==> src/scl_pkg.sv <==
`default_nettype none
// ---------------------------------------------------------------------------
// scl_pkg
// Shared types and character codes for the source comment locator.
// ---------------------------------------------------------------------------
package scl_pkg;

   localparam logic [7:0] CH_SLASH  = 8'h2F;
   localparam logic [7:0] CH_STAR   = 8'h2A;
   localparam logic [7:0] CH_DQUOTE = 8'h22;
   localparam logic [7:0] CH_SQUOTE = 8'h27;
   localparam logic [7:0] CH_BSLASH = 8'h5C;
   localparam logic [7:0] CH_NL     = 8'h0A;

   localparam int OUT_OFFSET_WIDTH = 24;
   localparam int OUT_POS_WIDTH    = 16;

   localparam logic KIND_LINE  = 1'b0;
   localparam logic KIND_BLOCK = 1'b1;

   // scanner states, one-hot
   typedef enum logic [8:0] {
      ST_IDLE      = 9'b000000001,
      ST_SLASH     = 9'b000000010,
      ST_LINE_CMT  = 9'b000000100,
      ST_BLOCK_CMT = 9'b000001000,
      ST_BLOCK_STAR= 9'b000010000,
      ST_DQ_LIT    = 9'b000100000,
      ST_SQ_LIT    = 9'b001000000,
      ST_DQ_ESC    = 9'b010000000,
      ST_SQ_ESC    = 9'b100000000
   } scan_state_type;

   typedef struct packed {
      logic [OUT_POS_WIDTH-1:0]    end_column;
      logic [OUT_POS_WIDTH-1:0]    end_line;
      logic [OUT_POS_WIDTH-1:0]    start_column;
      logic [OUT_POS_WIDTH-1:0]    start_line;
      logic [OUT_OFFSET_WIDTH-1:0] end_offset;
      logic [OUT_OFFSET_WIDTH-1:0] start_offset;
      logic                        comment_kind;
   } result_type;

endpackage
`default_nettype wire

==> src/source_comment_locator.sv <==
`default_nettype none
// ---------------------------------------------------------------------------
// source_comment_locator
// Finds line and block comments in a byte stream of C-like source text.
// ---------------------------------------------------------------------------
// Takes one source byte per request and one response per closed comment.
// A line comment runs from "//" to the next newline; a block comment from
// "/*" to the slash of the next "*/". Quoted literals (double and single,
// with backslash escapes) are skipped. A byte flagged covered on req_tuser
// sends the scanner back to idle and only moves the position. Each response
// gives the kind on rsp_tuser and the start/end offset, line and column on
// rsp_tdata. Offsets wrap at 2^OFFSET_WIDTH; line and column saturate at
// 2^LINE_WIDTH-1 and are cut or zero-extended to the 24/16-bit fields.
// Rate: one byte per cycle while req_tready is high; responses are registered.
// The scanner update is a single registered step; a two-entry response buffer
// (output register plus skid entry) keeps req_tready high while one response
// waits, and drops it only when both entries are full.
// ---------------------------------------------------------------------------
module source_comment_locator
   import scl_pkg::*;
#(
   parameter int OFFSET_WIDTH = 24,
   parameter int LINE_WIDTH   = 16
) (
   input  wire logic         clock,
   input  wire logic         reset,
   input  wire logic         req_tvalid,
   output logic              req_tready,
   input  wire logic [7:0]   req_tdata,   // [7:0] char_code
   input  wire logic         req_tuser,   // [0] covered
   output logic              rsp_tvalid,
   input  wire logic         rsp_tready,
   // [23:0] start_offset, [47:24] end_offset, [63:48] start_line,
   // [79:64] start_column, [95:80] end_line, [111:96] end_column
   output logic [111:0]      rsp_tdata,
   output logic              rsp_tuser    // [0] comment_kind
);

   localparam logic [LINE_WIDTH-1:0] POS_MAX = {LINE_WIDTH{1'b1}};

   scan_state_type          state_ff, state_in;
   logic [OFFSET_WIDTH-1:0] cur_offset_ff, cur_offset_in;
   logic [LINE_WIDTH-1:0]   cur_line_ff, cur_line_in;
   logic [LINE_WIDTH-1:0]   cur_column_ff, cur_column_in;
   logic [OFFSET_WIDTH-1:0] open_offset_ff, open_offset_in;
   logic [LINE_WIDTH-1:0]   open_line_ff, open_line_in;
   logic [LINE_WIDTH-1:0]   open_column_ff, open_column_in;

   logic       out_valid_ff, out_valid_in;
   result_type out_data_ff, out_data_in;
   logic       skid_valid_ff, skid_valid_in;
   result_type skid_data_ff, skid_data_in;

   logic       accept;
   logic       pop;
   logic       emit;
   logic       emit_kind;
   logic [7:0] ch;
   logic       is_nl;
   result_type result;
   logic [63:0] start_off_ext, end_off_ext;
   logic [63:0] start_line_ext, start_col_ext, end_line_ext, end_col_ext;

   assign req_tready = !skid_valid_ff;
   assign accept     = req_tvalid && req_tready;
   assign pop        = out_valid_ff && rsp_tready;
   assign ch         = req_tdata;
   assign is_nl      = (ch == CH_NL);

   // scanner step
   always_comb begin
      state_in       = state_ff;
      open_offset_in = open_offset_ff;
      open_line_in   = open_line_ff;
      open_column_in = open_column_ff;
      emit           = 1'b0;
      emit_kind      = KIND_LINE;
      if (req_tuser) begin
         state_in = ST_IDLE;
      end else begin
         unique case (state_ff)
            ST_IDLE: begin
               if (ch == CH_SLASH) begin
                  state_in       = ST_SLASH;
                  open_offset_in = cur_offset_ff;
                  open_line_in   = cur_line_ff;
                  open_column_in = cur_column_ff;
               end else if (ch == CH_DQUOTE) begin
                  state_in = ST_DQ_LIT;
               end else if (ch == CH_SQUOTE) begin
                  state_in = ST_SQ_LIT;
               end
            end
            ST_SLASH: begin
               if (ch == CH_SLASH)     state_in = ST_LINE_CMT;
               else if (ch == CH_STAR) state_in = ST_BLOCK_CMT;
               else                    state_in = ST_IDLE;
            end
            ST_LINE_CMT: begin
               if (is_nl) begin
                  emit      = 1'b1;
                  emit_kind = KIND_LINE;
                  state_in  = ST_IDLE;
               end
            end
            ST_BLOCK_CMT: begin
               if (ch == CH_STAR) state_in = ST_BLOCK_STAR;
            end
            ST_BLOCK_STAR: begin
               if (ch == CH_SLASH) begin
                  emit      = 1'b1;
                  emit_kind = KIND_BLOCK;
                  state_in  = ST_IDLE;
               end else if (ch != CH_STAR) begin
                  state_in = ST_BLOCK_CMT;
               end
            end
            ST_DQ_LIT: begin
               if (ch == CH_DQUOTE)       state_in = ST_IDLE;
               else if (ch == CH_BSLASH)  state_in = ST_DQ_ESC;
            end
            ST_SQ_LIT: begin
               if (ch == CH_SQUOTE)       state_in = ST_IDLE;
               else if (ch == CH_BSLASH)  state_in = ST_SQ_ESC;
            end
            ST_DQ_ESC: state_in = ST_DQ_LIT;
            ST_SQ_ESC: state_in = ST_SQ_LIT;
            default:   state_in = ST_IDLE;
         endcase
      end
   end

   // position tracking: newline bumps line, column restarts at 1
   always_comb begin
      cur_offset_in = cur_offset_ff + OFFSET_WIDTH'(1);
      cur_line_in   = cur_line_ff;
      if (is_nl) begin
         if (cur_line_ff != POS_MAX) cur_line_in = cur_line_ff + LINE_WIDTH'(1);
         cur_column_in = LINE_WIDTH'(1);
      end else if (cur_column_ff != POS_MAX) begin
         cur_column_in = cur_column_ff + LINE_WIDTH'(1);
      end else begin
         cur_column_in = cur_column_ff;
      end
   end

   // response fields, fitted to the fixed port widths
   assign start_off_ext  = 64'(open_offset_ff);
   assign end_off_ext    = 64'(cur_offset_ff);
   assign start_line_ext = 64'(open_line_ff);
   assign start_col_ext  = 64'(open_column_ff);
   assign end_line_ext   = 64'(cur_line_ff);
   assign end_col_ext    = 64'(cur_column_ff);

   always_comb begin
      result.comment_kind = emit_kind;
      result.start_offset = start_off_ext[OUT_OFFSET_WIDTH-1:0];
      result.end_offset   = end_off_ext[OUT_OFFSET_WIDTH-1:0];
      result.start_line   = start_line_ext[OUT_POS_WIDTH-1:0];
      result.start_column = start_col_ext[OUT_POS_WIDTH-1:0];
      result.end_line     = end_line_ext[OUT_POS_WIDTH-1:0];
      result.end_column   = end_col_ext[OUT_POS_WIDTH-1:0];
   end

   // output register plus skid entry
   always_comb begin
      out_valid_in  = out_valid_ff;
      out_data_in   = out_data_ff;
      skid_valid_in = skid_valid_ff;
      skid_data_in  = skid_data_ff;
      if (skid_valid_ff) begin
         if (pop) begin
            out_data_in   = skid_data_ff;
            skid_valid_in = 1'b0;
         end
      end else if (!out_valid_ff || pop) begin
         out_valid_in = accept && emit;
         if (accept && emit) out_data_in = result;
      end else if (accept && emit) begin
         skid_valid_in = 1'b1;
         skid_data_in  = result;
      end
   end

   always_ff @(posedge clock) begin
      if (reset) begin
         state_ff       <= ST_IDLE;
         cur_offset_ff  <= '0;
         cur_line_ff    <= '0;
         cur_column_ff  <= '0;
         open_offset_ff <= '0;
         open_line_ff   <= '0;
         open_column_ff <= '0;
         out_valid_ff   <= 1'b0;
         skid_valid_ff  <= 1'b0;
      end else begin
         if (accept) begin
            state_ff       <= state_in;
            cur_offset_ff  <= cur_offset_in;
            cur_line_ff    <= cur_line_in;
            cur_column_ff  <= cur_column_in;
            open_offset_ff <= open_offset_in;
            open_line_ff   <= open_line_in;
            open_column_ff <= open_column_in;
         end
         out_valid_ff  <= out_valid_in;
         skid_valid_ff <= skid_valid_in;
      end
   end

   always_ff @(posedge clock) begin
      out_data_ff  <= out_data_in;
      skid_data_ff <= skid_data_in;
   end

   assign rsp_tvalid = out_valid_ff;
   assign rsp_tuser  = out_data_ff.comment_kind;
   assign rsp_tdata  = {out_data_ff.end_column, out_data_ff.end_line,
                        out_data_ff.start_column, out_data_ff.start_line,
                        out_data_ff.end_offset, out_data_ff.start_offset};

endmodule
`default_nettype wire
==> config.mk <==
export PLATFORM = sky130hd
export DESIGN_NAME = source_comment_locator
export DESIGN_NICKNAME = d
export VERILOG_FILES = /design/src/scl_pkg.sv /design/src/source_comment_locator.sv
export SDC_FILE = /design/constraint.sdc
export NUM_CORES = 1
export LEC_CHECK = 0
export ABC_CLOCK_PERIOD_IN_PS = 11000
export BUFFER_PORTS_ARGS = -buffer_cell sky130_fd_sc_hd__buf_2
export CORE_MARGIN = 2
export CORE_UTILIZATION = 55
export CTS_BUF_LIST = sky130_fd_sc_hd__clkbuf_2
export CTS_CLUSTER_DIAMETER = 150
export DETAILED_ROUTE_END_ITERATION = 8
export PLACE_DENSITY = 0.78
export SKIP_CTS_REPAIR_TIMING = 1
export SLEW_MARGIN = 25
export SYNTH_ARGS = -nofsm -noshare
export SYNTH_HDL_FRONTEND = slang
export SYNTH_SLANG_ARGS = --single-unit
==> constraint.sdc <==
create_clock -name clock -period 11 [get_ports clock]
set_input_delay 0.55 -clock clock [delete_from_list [all_inputs] [get_ports clock]]
set_output_delay 0.55 -clock clock [all_outputs]
set_load 0.005 [all_outputs]
==> results.ini, run 1 <==
[status]
status = finished, final reports clean

[final_layout]
drive_gt1_share_pct = 30.64
final_nets = 1225
finalInstanceArea_mm2 = 0.01526
multiInputGateArea_mm2 = 0.004083
fillers = 1893
area.growth.synth_to_final_pct = 12.73
seq_area_mm2 = 0.009253

[floorplan]
core_mm2 = 0.02425
rows = 57
dieArea_mm2 = 0.02588
die_w_um = 160.9
start_util_pct = 55.83
io_pins = 128
dieHeight_um = 160.9

[setup_path]
cp-end-kind = register
rr_startpoint = state_ff[0]
path_max_fanout = 80
critPathRequiredTime_ns = 11.43
critPathArrivalTime_ns = 3.96
start_kind = register
critPathKind = reg -> reg
cp-startpoint = state_ff[0]

[detailed_routing]
viasPerCell = 5.394
drt_pass1_iterations = 5
antenna_left = 0
vias = 8635
drt-initial-drc-count = 596
wirelength_um = 25970
remaining_drc_errors = 0
routedWlPerCell_um = 16.22

[timing]
rsz0062_at_grt = false
holdWs_ns = 0.1400
hold_violations = 0
tightest_slew_ns = 0.9252
slew_violations = 0
relSlewSlack_pct = 38.32
fmax_ghz = 0.2832
tns_ns = 0
worst_slack_ns = 7.470
fin_crit_sh_pct = 32.10
finalSetupViolations = 0
fin_skew_ns = 0.07777
min_period_ns = 3.530

[clock_network]
htreeDepth = 3
cts_buffers = 81
cts_tree = built
clkSlewWorstSetupHoldPaths_ns = 0.10
clock_path_buffers = 3
clock_latency_ns = 0.84
clock-sinks = 349
cts_root_buf = clkbuf_2

[hold_path]
hold_path_class = in -> reg
min_from = req_tdata[0]

[synthesis]
synth.distinct_cells = 57
synthCells = 1041
yosys_most_used_dff = edfxtp_1
ys_seq_elements = 349
synth_fp_nets = 1057
ys.warnings.count = 0
yosysSeqAreaShare_pct = 68.32
async_flop_share_pct = 0
syn_area_mm2 = 0.01354
syn_avg_cell_area_um2 = 13.00
synth-edff-count = 226

[placement]
hpwl_um = 15630
place.port_buffers = 127
placed_cell_area_mm2 = 0.01445
pre_cts_ws_ns = 7.190
place_congestion = 0.8912

[global_routing]
antenna_found_initial = 1
grt_pass1_vias = 8174
grt_pass1_wl_um = 40740
overflow = 0
track_usage_pct = 19.71
grt_max_degree = 81

[power_and_ir_drop]
max-vdd-ir-drop_uv = 63.30
cellLeakagePower_nw = 5.700
power_density_mw_per_mm2 = 147.8

[job]
drv_cap = 0

kinds of logic (layout without fill, tap and decap cells):
| group | Yosys count | after routing | synth area share (%) |
|---|---|---|---|
| other cells | 0 | 1 | 0 |
| fa+ha+maj | 3 | 3 | 0.2773 |
| flops | 349 | 349 | 68.32 |
| compound gates | 136 | 136 | 5.564 |
| simple gates | 345 | 345 | 12.31 |
| xor+xnor | 42 | 42 | 2.717 |
| buf+inv | 56 | 291 | 1.664 |
| mux | 110 | 110 | 9.141 |
power by group:
part | switching, mW | internal [mW] | leakage (nW)
Clock | 0.477 | 0.354 | 0.599
Sequential | 0.00479 | 1.38 | 3.26
Combinational | 0.0266 | 0.0126 | 1.85
Total | 0.509 | 1.75 | 5.70
worst paths after layout:
check / to / slack, ns / depth (start not counted)
worst max-delay path: rsp_tdata[72] / 7.47 / 7
worst min-delay path: state_ff[0] / 0.14 / 3
worst max register to register: rsp_tdata[72] / 7.47 / 7
worst min register to register: skid_data_ff[4] / 0.42 / 0
state kept, by name (all words and copies together) (netlist names):
name	flops
cur_column_ff	16
cur_line_ff	16
cur_offset_ff	24
open_column_ff	16
open_line_ff	16
open_offset_ff	24
rsp_tdata	112
rsp_tuser	1
rsp_tvalid	1
skid_data_ff	113
skid_valid_ff	1
state_ff	9
worst max-delay path: stages, from the launching register on:
cell and delay, ns:
dfxtp_1 0.43, nor4_1 0.64, nand3_1 0.29, nor3_1 0.28, o21ai_0 0.22, a22oi_2 0.19, buf_4 0.42, buf_6 0.65
final cells by class:
| class | instances | area share (%) |
|---|---|---|
| timing repair buffer | 135 | 4.616 |
| inverter | 6 | 0.1476 |
| clock buffer | 127 | 4.165 |
| clock inverter | 23 | 1.009 |
| tap | 324 | 2.657 |
| multi-input combinational | 636 | 26.75 |
| sequential | 349 | 60.63 |
| antenna | 1 | 0.01640 |
per-stage QoR:
step | std cells | total power [mW] | utilization, %
final | 1601 | 2.255 | 62.93
after detailed placement | 1449 | 1.452 | 59.61
after global routing | 1601 | 2.355 | 62.93
after floorplan | 1041 | 1.439 | -
after global placement | 1449 | 1.452 | 59.58
after CTS | 1599 | 2.282 | 62.86
cells in the final DEF, fill, tap and decap left out, types with 11 or more instances in the layout:
cell type and n:
edfxtp_1 226, xor2_1 26, nand2_1 153, xnor2_1 16, dfxtp_1 122, and4_1 13
nand3_1 24, nor2_1 64, or3_1 11, mux2_2 109, clkinv_1 14, clkbuf_2 127
a21oi_1 80, o21ai_0 30, buf_2 126, nor3_1 11, nand4_1 13
Yosys cell counts, types with 13 or more instances:
| cell type | instances | area (um^2) |
|---|---|---|
| mux2_2 | 109 | 1227 |
| nand2_1 | 154 | 578.1 |
| nand4_1 | 13 | 81.33 |
| a21oi_1 | 80 | 400.4 |
| dfxtp_1 | 123 | 2462 |
| xor2_1 | 26 | 227.7 |
| edfxtp_1 | 226 | 6787 |
| clkbuf_1 | 42 | 157.7 |
| nor2_1 | 64 | 240.2 |
| and4_1 | 13 | 113.9 |
| xnor2_1 | 16 | 140.1 |
| o21ai_0 | 30 | 150.1 |
| nand3_1 | 24 | 120.1 |
per-layer routing:
metal | up-vias | part of all wire (%) | track usage [%]
met1 | 4159 | 44 | 26.60
met3 | 35 | 6.2 | 4.649
li1 | 4177 | - | -
met2 | 264 | 48 | 31.15
met4 | 0 | 1.7 | 7.792
met5 | - | 0 | 0
Note: power is estimated with default switching activity, not from simulation.
==> inputs of run 2 (changes only) <==
ABC_AREA = 1   (was default)
ABC_CLOCK_PERIOD_IN_PS = 3690   (was 11000)
CORE_UTILIZATION = 60   (was 55)
PLACE_DENSITY = 0.8   (was 0.78)
clock period = 3.69 ns   (was 11 ns; I/O delays follow)
==> results.ini, run 2 <==
[synthesis]
synth.distinct_cells = 31
synth-edff-count = 226
ys_seq_elements = 349
yosysTopAreaCell = edfxtp_1
synth_area_leaders = edfxtp_1 48%, dfxtp_1 17%, nand2_1 11%
synth_fa_ha_area_share_pct = 0.2642
synth_common_cells = 413 x nand2_1, 226 x edfxtp_1, 219 x nor2_1, 156 x inv_1, 132 x o21ai_0
synth_top_family_by_area = simple AND/OR/NAND/NOR gates
async_flop_share_pct = 0
synth_xor_area_share_pct = 0.6781
synth_top_area_share_pct = 47.77
synth.most_common_cell = nand2_1
synthCells = 1504
yosysSeqAreaShare_pct = 65.10
syn_area_mm2 = 0.01421
syn_avg_cell_area_um2 = 9.446
yosys_most_used_dff = edfxtp_1
synth.area.mux_share_pct = 0
synthSimpleGateAreaFrac_pct = 21.58
ys.warnings.count = 0
synth_fp_nets = 1520
synth_compound_area_share_pct = 6.191

[setup_path]
critPathRequiredTime_ns = 4.14
start_kind = register
critPathArrivalTime_ns = 3.27
path_max_fanout = 94
cp-end-kind = register
critPathKind = reg -> reg

[floorplan]
start_util_pct = 60.89
rows = 56
core_mm2 = 0.02333
dieArea_mm2 = 0.02493
dieHeight_um = 157.9
die_w_um = 157.9
io_pins = 128

[placement]
hpwl_um = 18800
place_congestion = 0.8458
place.port_buffers = 127
pre_cts_ws_ns = 0.8618

[detailed_routing]
viasPerCell = 5.104
remaining_drc_errors = 0
wirelength_um = 29230
vias = 10520
drt-initial-drc-count = 827
antenna_left = 0
drt_pass1_iterations = 5
routedWlPerCell_um = 14.18

[power_and_ir_drop]
p_sw_share_pct = 23.98
max-vdd-ir-drop_uv = 202.8
p_int_mw = 5.150
clockPowerShare_pct = 36.2
cellLeakagePower_nw = 6.672
combPwrFrac_pct = 2.7
power_switching_mw = 1.625
totalPowerFinal_mw = 6.774
seqPwrFrac_pct = 61.0
power_density_mw_per_mm2 = 425.6

[timing]
min_period_ns = 2.816
fin_skew_ns = 0.07627
fmax_ghz = 0.3551
tightest_slew_ns = 0.8845
slew_violations = 0
relSlewSlack_pct = 40.96
hold_violations = 0
fin_crit_sh_pct = 76.33
worst_slack_ns = 0.8735
finalSetupViolations = 0
tns_ns = 0
rsz0062_at_grt = false
holdWs_ns = 0.01354

[final_layout]
regMostFlops = skid_data_ff
largest_reg_flops = 113
area.growth.synth_to_final_pct = 12.04
final_cell_mix = 413 x nand2_1, 226 x edfxtp_1, 219 x nor2_1, 154 x inv_1, 131 x o21ai_0
mostFrequentLayoutCell = nand2_1
final_nets = 1690
drive_gt1_share_pct = 17.17

[clock_network]
clkSlewWorstSetupHoldPaths_ns = 0.12
cts_tree = built
cts_buffers = 82
clock_latency_ns = 0.88
clock-sinks = 349
cts_root_buf = clkbuf_2
htreeDepth = 3
clock_path_buffers = 3

[hold_path]
hold_path_class = in -> reg

[global_routing]
grt_pass1_vias = 9949
grt_pass1_wl_um = 46840
top_usage_layer = met2
use_met1_pct = 31.66
track_usage_pct = 23.76
use_met3_pct = 4.654
antenna_found_initial = 1
overflow = 0
met2_usage_pct = 38.07
grt_max_degree = 95

[job]
drv_cap = 0

[status]
status = finished, final reports clean

## run 2: cell count changes after synthesis, sizes merged, moves of 9 or more
| cell | before | now |
|---|---|---|
| nor2 | 64 | 226 |
| xor2 | 26 | 11 |
| inv | 6 | 160 |
| nor3 | 12 | 33 |
| nand3 | 24 | 56 |
| nor2b | 9 | 0 |
| buf | 8 | 21 |
| mux2 | 109 | 0 |
| o21ai | 30 | 132 |
| a21oi | 80 | 43 |
| xnor2 | 16 | 0 |
| and4 | 13 | 0 |
| nand2 | 154 | 417 |
| or3 | 11 | 0 |
## run 2: worst paths after layout
| path | endpoint | from | cells after the start | slack [ns] |
|---|---|---|---|---|
| max | rsp_tdata[20] | skid_valid_ff | 4 | 0.87 |
| min | state_ff[8] | req_tdata[6] | 8 | 0.01 |
| max reg2reg | rsp_tdata[20] | skid_valid_ff | 4 | 0.87 |
| min reg2reg | skid_data_ff[49] | open_line_ff[0] | 0 | 0.42 |
## run 2: kinds of logic (layout without fill, tap and decap cells)
logic type                 after synthesis  count (layout)
buffers and inverters                  217             454
DFF                                    349             349
other                                    0               1
adders and majority gates                3               3
and+or+nand+nor                        749             749
xor gates and xnor gates                11              11
AOI/OAI and AO/OA                      175             175
## run 2: per-stage QoR
step / instance area [um^2] / utilization [%] / cells
CTS: 15860 / 67.99 / 2055
detailed placement: 15100 / 64.74 / 1904
finish: 15920 / 68.22 / 2061
floorplan: 14220 / - / 1504
global placement: 15100 / 64.74 / 1904
global route: 15920 / 68.22 / 2061
## run 2: worst max-delay path: stages, from the launching register on
cell and delay [ns]:
dfxtp_4 0.74, buf_4 0.75, nand3_1 0.25, o21ai_4 0.14
buf_4 0.54
## run 2: final cells by class
type,instances,area [um^2]
fillers,1853,7415
flip-flops and latches,349,9253
clock buffers,126,630.6
clock inverters,25,128.9
repair buffers,142,798.3
multi-input cells,938,4095
inverters,161,610.6
diodes,1,2.502
well taps,319,399.1
## run 2: power by group through the flow
stage	combinational (mW)	clock (mW)	sequential [mW]
after floorplan	0.134	0	4.22
after global placement	0.176	0	4.22
after detailed placement	0.179	0	4.22
after CTS	0.180	2.52	4.13
after global routing	0.208	2.71	4.14
final	0.186	2.45	4.13
## run 2: per-layer routing
metal | vias to the layer above | wire length (um) | share of wire (%)
met1 | 4807 | 12750 | 44
met3 | 58 | 2048 | 7.0
met4 | 0 | 712 | 2.4
met2 | 374 | 13720 | 47
li1 | 5280 | - | -
met5 | - | 0 | 0
==> inputs of run 3 (changes only) <==
ABC_AREA = 0   (was 1)
ABC_CLOCK_PERIOD_IN_PS = 2600   (was 3690)
PLACE_DENSITY = 0.81   (was 0.8)
clock period = 2.6 ns   (was 3.69 ns; I/O delays follow)
==> results.ini, run 3 (synthesis gave the netlist of run 1 again) <==
[status]
status = finished, final reports clean

[timing]
min_period_ns = 2.420
fin_crit_sh_pct = 93.09
fmax_ghz = 0.4132
finalSetupViolations = 0
slew_violations = 0
fin_skew_ns = 0.08891
relSlewSlack_pct = 44.83
rsz0062_at_grt = false
tns_ns = 0
hold_violations = 0
tightest_slew_ns = 0.8276

[setup_path]
cp_num_buf_inv = 1
cp-end-kind = register
path_max_fanout = 71
cp-startpoint = state_ff[3]
crit_family = simple AND/OR/NAND/NOR gates
start_kind = register
slowest_stage = dfxtp_1
rr_startpoint = state_ff[3]
critPathKind = reg -> reg
crit_chain = nor4_4, nand3_2, nor3_2, o21ai_2, a22oi_2, buf_12
cpPeakStageDelay_ns = 0.44
critPathArrivalTime_ns = 2.88
critPathRequiredTime_ns = 3.05

[clock_network]
clock_latency_ns = 0.85
cts_buffers = 83
cts_tree = built
cts_root_buf = clkbuf_2
clock_path_buffers = 3
clkSlewWorstSetupHoldPaths_ns = 0.11
htreeDepth = 3
clock-sinks = 349

[final_layout]
final_nets = 1252
seq_area_mm2 = 0.009255
multiInputGateArea_mm2 = 0.004123
final_cell_mix = 226 x edfxtp_1, 153 x nand2_1, 138 x clkbuf_2, 126 x buf_2, 120 x dfxtp_1
largest_reg_flops = 113
drive_gt1_share_pct = 32.00
regMostFlops = skid_data_ff
fillers = 1520
fin_util_pct = 70.71
mostFrequentLayoutCell = edfxtp_1
final_cells = 1584
area.growth.synth_to_final_pct = 14.70

[detailed_routing]
viasPerCell = 5.604
drt_pass1_iterations = 5
vias = 8876
wirelength_um = 26890
drt-initial-drc-count = 552
antenna_left = 0
routedWlPerCell_um = 16.98
remaining_drc_errors = 0

[floorplan]
dieArea_mm2 = 0.02378
rows = 54
io_pins = 128
core_mm2 = 0.02196
start_util_pct = 61.65
dieHeight_um = 154.2
die_w_um = 154.2

[hold_path]
min_from = req_tdata[5]
hold_path_class = in -> reg

[power_and_ir_drop]
cellLeakagePower_nw = 5.886
max-vdd-ir-drop_uv = 250.1
power_density_mw_per_mm2 = 615.5
totalPowerFinal_mw = 9.557

[placement]
place.port_buffers = 127
placedCellCount = 1417
hpwl_um = 16400
place_congestion = 0.8366

[global_routing]
antenna_found_initial = 1
grt_pass1_wl_um = 43150
grt_pass1_vias = 8723
track_usage_pct = 22.63
grt_max_degree = 84
overflow = 0

[job]
drv_cap = 0

run 3: changes by cell type in the layout (fill, tap and decap cells not counted), sizes merged, moves of 16 or more:
cell,before,now
inv,160,9
o21ai,132,30
nand3,56,24
xnor2,0,16
mux2,0,109
a21oi,43,80
nor3,33,12
nand2,417,154
nor2,226,64
run 3: area by class of cell:
class / instances / share of cell area [%]
antenna: 1 / 0.01612
clock buffer: 138 / 4.448
inverter: 6 / 0.1451
sequential: 349 / 59.61
clock inverter: 14 / 0.5319
multi-input combinational: 636 / 26.55
tap: 280 / 2.256
timing repair buffer: 160 / 6.439
run 3: report_power, final:
part | switching [mW] | leakage [nW] | internal (mW)
sequential | 0.0164 | 3.28 | 5.83
combinational | 0.128 | 2.00 | 0.0757
clock | 2.03 | 0.614 | 1.48
total | 2.17 | 5.89 | 7.39
run 3: worst paths after layout:
kind / depth (start not counted) / slack, ns / to
worst max register to register: 6 / 0.18 / rsp_tdata[43]
worst max-delay path: 6 / 0.18 / rsp_tdata[43]
worst min-delay path: 5 / 0.02 / state_ff[5]
worst min register to register: 0 / 0.45 / skid_data_ff[63]
run 3: worst reg2reg max path, delay by kind of cell, from the launching register on:
kind / cells / cell delay, ns
flops: 1 / 0.44
compound gates: 2 / 0.46
simple gates: 3 / 0.77
buf+inv: 1 / 0.40
run 3: layer usage:
| layer | track usage, % | vias up | share of wire [%] |
|---|---|---|---|
| met5 | 0 | - | 0 |
| met4 | 7.254 | 0 | 1.3 |
| met3 | 5.660 | 37 | 5.8 |
| met2 | 35.96 | 246 | 47 |
| met1 | 31.09 | 4342 | 45 |
| li1 | - | 4251 | - |
run 3: metrics by stage:
stage | hold WS, ns | instance area [um^2] | worst slack, ns
after floorplan | 0.2470 | 13600 | -2.125
after global placement | 0.4334 | 14610 | 0.2462
after detailed placement | 0.4275 | 14610 | 0.2225
after CTS | -0.4284 | 15380 | 0.2036
after global routing | 0.02139 | 15530 | 0.03070
final | 0.02001 | 15530 | 0.1796
